**src/hw/rtl/gauss_seidel_poisson_sweep_unit_macros.svh**
```systemverilog
// Assertion macros for the sweep unit.
`ifndef GAUSS_SEIDEL_POISSON_SWEEP_UNIT_MACROS_SVH
`define GAUSS_SEIDEL_POISSON_SWEEP_UNIT_MACROS_SVH
`ifndef SYNTHESIS
`define GSP_ASSERT_IMPL(label, clk, rst, prop, msg) \
  label: assert property (@(posedge clk) disable iff (rst) prop) else $error(msg);
`define GSP_ASSERT_NEXT(label, clk, rst, a, b, msg) \
  label: assert property (@(posedge clk) disable iff (rst) (a) |=> (b)) else $error(msg);
`else
`define GSP_ASSERT_IMPL(label, clk, rst, prop, msg)
`define GSP_ASSERT_NEXT(label, clk, rst, a, b, msg)
`endif
`endif

```
**src/hw/rtl/gsp_pkg.sv**
```systemverilog
`timescale 1ns / 1ps
package gsp_pkg;
  localparam int MAX_WIDTH_LOG2 = 6;
  localparam int NODE_DEPTH = 4225;
  localparam logic [1:0] OP_WRITE = 2'd0;
  localparam logic [1:0] OP_SWEEP = 2'd1;
  localparam logic [1:0] OP_READ  = 2'd2;
  localparam logic [1:0] REG_WIDTH_LOG2 = 2'd0;
  localparam logic [1:0] REG_ROW_COUNT  = 2'd1;
  localparam logic [1:0] REG_STEP_X     = 2'd2;
  localparam logic [1:0] REG_STEP_Y     = 2'd3;
  localparam int QUOT_BITS = 128;

  // Commands from the controller to the datapath.
  typedef struct packed {
    logic load_op;    // latch a new item
    logic mem_write;  // host write into the stores
    logic mem_read;   // host read from the value store
    logic sw_init;    // reset sweep position
    logic fetch;      // issue neighbor reads for current node
    logic mul_start;  // begin products
    logic div_start;  // begin division
    logic wb;         // write result back
    logic advance;    // next node
    logic result;     // present result
  } gsp_cmd_t;

  typedef struct packed {
    logic index_bad;
    logic sweep_skip;
    logic last_node;
    logic mul_done;
    logic div_done;
  } gsp_status_t;
endpackage

```
**src/hw/rtl/gsp_ctrl.sv**
```systemverilog
`timescale 1ns / 1ps
module gsp_ctrl (
  input  logic                clk,
  input  logic                rst,
  input  logic                start,
  input  logic [1:0]          opcode,
  input  gsp_pkg::gsp_status_t st,
  output gsp_pkg::gsp_cmd_t   cmd,
  output logic                busy
);
  localparam logic [3:0] S_IDLE = 4'd0;
  localparam logic [3:0] S_DEC  = 4'd1;
  localparam logic [3:0] S_RD   = 4'd2;
  localparam logic [3:0] S_FET  = 4'd3;
  localparam logic [3:0] S_FW   = 4'd4;
  localparam logic [3:0] S_MUL  = 4'd5;
  localparam logic [3:0] S_DIV  = 4'd6;
  localparam logic [3:0] S_WB   = 4'd7;
  localparam logic [3:0] S_DONE = 4'd8;
  localparam logic [3:0] S_SINI = 4'd9;

  logic [3:0] state, state_next;
  logic [1:0] op, op_next;
  logic [2:0] fcnt, fcnt_next;

  always_ff @(posedge clk) begin
    if (rst) begin
      state <= S_IDLE;
      op <= gsp_pkg::OP_WRITE;
      fcnt <= '0;
    end else begin
      state <= state_next;
      op <= op_next;
      fcnt <= fcnt_next;
    end
  end

  always_comb begin
    cmd = '0;
    state_next = state;
    op_next = op;
    fcnt_next = fcnt;
    busy = (state != S_IDLE);
    case (state)
      S_IDLE: begin
        if (start) begin
          cmd.load_op = 1'b1;
          op_next = opcode;
          state_next = S_DEC;
        end
      end
      S_DEC: begin
        if (op == gsp_pkg::OP_SWEEP) begin
          cmd.sw_init = 1'b1;
          state_next = S_SINI;
        end else if (op == gsp_pkg::OP_WRITE && !st.index_bad) begin
          cmd.mem_write = 1'b1;
          state_next = S_DONE;
        end else if (op == gsp_pkg::OP_READ && !st.index_bad) begin
          cmd.mem_read = 1'b1;
          state_next = S_RD;
        end else begin
          state_next = S_DONE;
        end
      end
      S_RD: state_next = S_DONE;
      S_SINI: state_next = st.sweep_skip ? S_DONE : S_FET;
      S_FET: begin
        // Five reads (left, right, up, down, source) one per cycle.
        cmd.fetch = 1'b1;
        fcnt_next = fcnt + 3'd1;
        if (fcnt == 3'd4) begin
          fcnt_next = '0;
          state_next = S_FW;
        end
      end
      S_FW: begin
        cmd.mul_start = 1'b1;
        state_next = S_MUL;
      end
      S_MUL: begin
        if (st.mul_done) begin
          cmd.div_start = 1'b1;
          state_next = S_DIV;
        end
      end
      S_DIV: begin
        if (st.div_done) begin
          state_next = S_WB;
        end
      end
      S_WB: begin
        cmd.wb = 1'b1;
        cmd.advance = 1'b1;
        state_next = st.last_node ? S_DONE : S_FET;
      end
      S_DONE: begin
        cmd.result = 1'b1;
        state_next = S_IDLE;
      end
      default: state_next = S_IDLE;
    endcase
  end
endmodule

```
**config.mk**
```make
export PLATFORM = sky130hd
export DESIGN_NAME = gsp_ctrl
export DESIGN_NICKNAME = d
export VERILOG_FILES = /design/src/hw/rtl/gauss_seidel_poisson_sweep_unit_macros.svh /design/src/hw/rtl/gsp_pkg.sv /design/src/hw/rtl/gsp_ctrl.sv
export SDC_FILE = /design/constraint.sdc
export NUM_CORES = 1
export LEC_CHECK = 0
export ABC_AREA = 1
export ABC_CLOCK_PERIOD_IN_PS = 3640
export BUFFER_PORTS_ARGS = -buffer_cell sky130_fd_sc_hd__buf_2
export CORE_AREA = 2 2 39 41
export DETAILED_ROUTE_END_ITERATION = 8
export DIE_AREA = 0 0 41 43
export PLACE_DENSITY = 0.77
export REMOVE_ABC_BUFFERS = 1
export SYNTH_ARGS = -nofsm -noshare
export SYNTH_HDL_FRONTEND = slang
export SYNTH_SLANG_ARGS = --single-unit
```
**constraint.sdc**
```tcl
create_clock -name clk -period 3.64 [get_ports clk]
set_clock_uncertainty 0.15 [all_clocks]
set_input_delay 0.182 -clock clk [delete_from_list [all_inputs] [get_ports clk]]
set_output_delay 0.182 -clock clk [all_outputs]
set_load 0.005 [all_outputs]
```
==> results.rst <==
.. list-table::
   :header-rows: 1

   * - Metric
     - Value
   * - Critical-path cell with the highest stage delay
     - dfxtp_1
   * - Die width
     - 41 microns
   * - Final hold violation count
     - 0
   * - Crit-path max cell delay
     - 370 ps
   * - Post-CTS Resized
     - 0
   * - Routed wirelength normalized by instance count
     - ~10 microns
   * - Die Height
     - 43 microns
   * - MaxCap Viol Count
     - 0
   * - Number of buffers created by CTS
     - 3
   * - Setup Viol. Count Final
     - 0
   * - TritonCTS clock tree
     - built
   * - Number of antenna violations at the first check in global routing
     - 0
   * - Row count
     - 14
   * - Final HPWL from detailed placement
     - 1200 microns
   * - RSZ-0062 raised after global routing
     - no
   * - Layout area overhead
     - 21.6%
   * - DR DRC count
     - 0
   * - Unique cell type count in the Yosys netlist
     - 20
   * - Wire length of the first global-routing pass
     - 2270 microns
   * - Time the final worst path needs with I/O delays and setup
     - roughly 1700 ps
   * - Number of top-level pins
     - 21
   * - Worst Path Required
     - between 3000 and 4000 ps
   * - Crit share post-route
     - 0.459
   * - Max VDD drop
     - around 0.00018 V
   * - Setup Fix Bufs, Post-CTS
     - 0
   * - Upper clock frequency limit
     - 599 MHz
   * - Number of synthesized register bits
     - 9
   * - H-tree levels
     - 1
   * - Clock insertion delay at the later pin of the skew report
     - about 260 ps
   * - Startpoint class of the critical path
     - register
   * - Worst EP arrival
     - between 1000 and 1500 ps
   * - Vias in the first global route
     - about 570
   * - Total length of routed wires
     - ~1400 microns
   * - Total number of clock tree sinks
     - 9
   * - Total of hold buffers inserted after clock tree synthesis
     - 0
   * - Final antenna diode count
     - 0
   * - Cell Pwr Density
     - 323 nW/um^2
   * - Final standard cell utilization of the core
     - 0.566
   * - Final layout net count
     - 142
   * - Hold crit path type
     - input port to register
   * - First-pass iteration count of the detailed router
     - 4
   * - Reg clk slew, reported paths
     - roughly 60 ps
   * - Slew Limit Headroom
     - 0.837
   * - Synth area leader
     - dfxtp_1
   * - Biggest area contributors in the synthesized netlist
     - dfxtp_1 28%, nand2_1 17%, inv_1 8.7%, nor2_1 7.0%, a21oi_1 5.4%
   * - Status
     - completed
   * - Filler cell count
     - 139
   * - Critical Path Sink Type
     - output pin
   * - Synthesized area
     - approximately 640 sq um
   * - Count of port buffers added during placement
     - 20
   * - Pleak
     - roughly 0.45 nW
   * - Synthesized instance count
     - roughly 110
   * - Sequential share of the synthesized area
     - 0.280
   * - Synth top area share
     - 0.280
   * - Share of cells above drive strength 1
     - 0.302
   * - Worst Path Buf+Inv
     - 3
   * - Crit path cell chain
     - inv_2 > nand2_1 > nor2_1 > nand2_1 > inv_2 > buf_2
   * - DIE AREA
     - 1760 sq um
   * - Area of the placeable core
     - 1380 sq um
   * - Root buffer selected by CTS
     - clkbuf_4
   * - Family of cells with the greatest summed delay on the critical path
     - simple AND/OR/NAND/NOR gates
   * - Routability congestion estimate
     - 0.862
   * - All-Layer GR Usage
     - 0.192
   * - Maximum number of pins on one net before global-route repair
     - 8
   * - Via count
     - 706
   * - Number of warnings printed during yosys synthesis
     - 0
   * - Syn Area/Cell
     - 6.08 sq um
   * - Initial cell density of the core
     - 0.466
   * - Worst Path Max Fanout
     - 5
   * - Number of antenna-violating nets in the routed design
     - 0
   * - Leftover overflow at the end of global routing
     - 0
   * - Type of the setup path with the least slack
     - register to output pin
   * - Violation count after the first detailed-route iteration
     - 35
   * - Maximum clock insertion buffer count
     - 2
   * - Slew at the pin closest to its max-slew limit
     - 244 ps
   * - Routed vias/inst
     - 4.87
   * - Sum of negative setup slack
     - 0 ps
   * - Final max-slew violation count
     - 0
## report_power, final
part	total, mW	internal, mW	switching, mW
Combinational	0.0659	0.0253	0.0406
Sequential	0.110	0.105	0.00585
Clock	0.0766	0.0422	0.0344
Total	0.253	0.172	0.0808
## layout by cell type (no fill, tap or decap)
master    instances
inv_1            15
clkbuf_4          3
clkbuf_1          1
nand2_1          29
a31oi_1           1
nand3b_1          1
a21oi_1           7
nand3_1           5
nor3_1            2
xor2_1            1
a22oi_1           1
ha_1              2
nand2_2           3
nand2_4           2
o21ai_0           3
nor4_1            1
nor2_2            4
nor2_1           12
dfxtp_1           9
buf_2            20
inv_2             6
nor2_4            1
## flip-flops by register name (all words and copies together), names as in the netlist
signal,flops
fcnt,3
state,4
op,2
## cell usage after synthesis, drive strengths merged
master,number
nand2,34
inv,21
nor2,17
dfxtp,9
a21oi,7
nand3,5
o21ai,3
ha,2
nor3,2
a22oi,1
a31oi,1
buf,1
nand3b,1
nor4,1
xor2,1
## cells by family after synthesis
kind of cell             after synthesis  synth area share
AND/OR/NAND/NOR                       60             0.435
buffers and inverters                 22             0.134
AO/OA/AOI/OAI                         12            0.0990
flip-flops                             9             0.280
adder cells (fa/ha/maj)                2            0.0388
XOR/XNOR                               1            0.0136
## area by class of cell
class / instances / area (sq um) / area share
multi-input cells: 75 / 378 / 0.482
flip-flops and latches: 9 / 180 / 0.230
repair buffers: 20 / 100 / 0.128
inverters: 21 / 78.8 / 0.101
clock buffers: 4 / 26.3 / 0.0335
well taps: 16 / 20.0 / 0.0256
## tightest hold or removal path, stage by stage
cell     delay, ps
buf_2           90
nand2_1         50
a21oi_1         50
## through the flow
stage	setup slack, ps	std cells	hold slack (ps)	instance area, sq um	total power [mW]
after CTS	1980	145	13.7	783	0.256
final	1970	145	17.7	783	0.253
after global routing	1850	145	39.0	783	0.272
after detailed placement	2240	141	289	757	0.178
after floorplan	2380	105	101	637	0.156
after global placement	2250	141	284	757	0.177
## routing by layer
| layer | part of all wire | vias up | track usage |
|---|---|---|---|
| met5 | 0 | - | 0 |
| met2 | 0.46 | 32 | 0.294 |
| met1 | 0.46 | 295 | 0.246 |
| met4 | 0.012 | 0 | 0.120 |
| li1 | - | 375 | - |
| met3 | 0.066 | 4 | 0.0157 |
## final timing paths
| path | cells past startpoint | slack, ps | startpoint | to |
|---|---|---|---|---|
| setup reg to reg | 10 | 2220 | state[2] | state[2] |
| setup / recovery | 6 | 1970 | state[2] | cmd[9] |
| hold / removal | 3 | 20 | opcode[1] | op[1] |
| hold reg to reg | 2 | 330 | op[0] | op[0] |
Power figures use the tool's default switching activity.
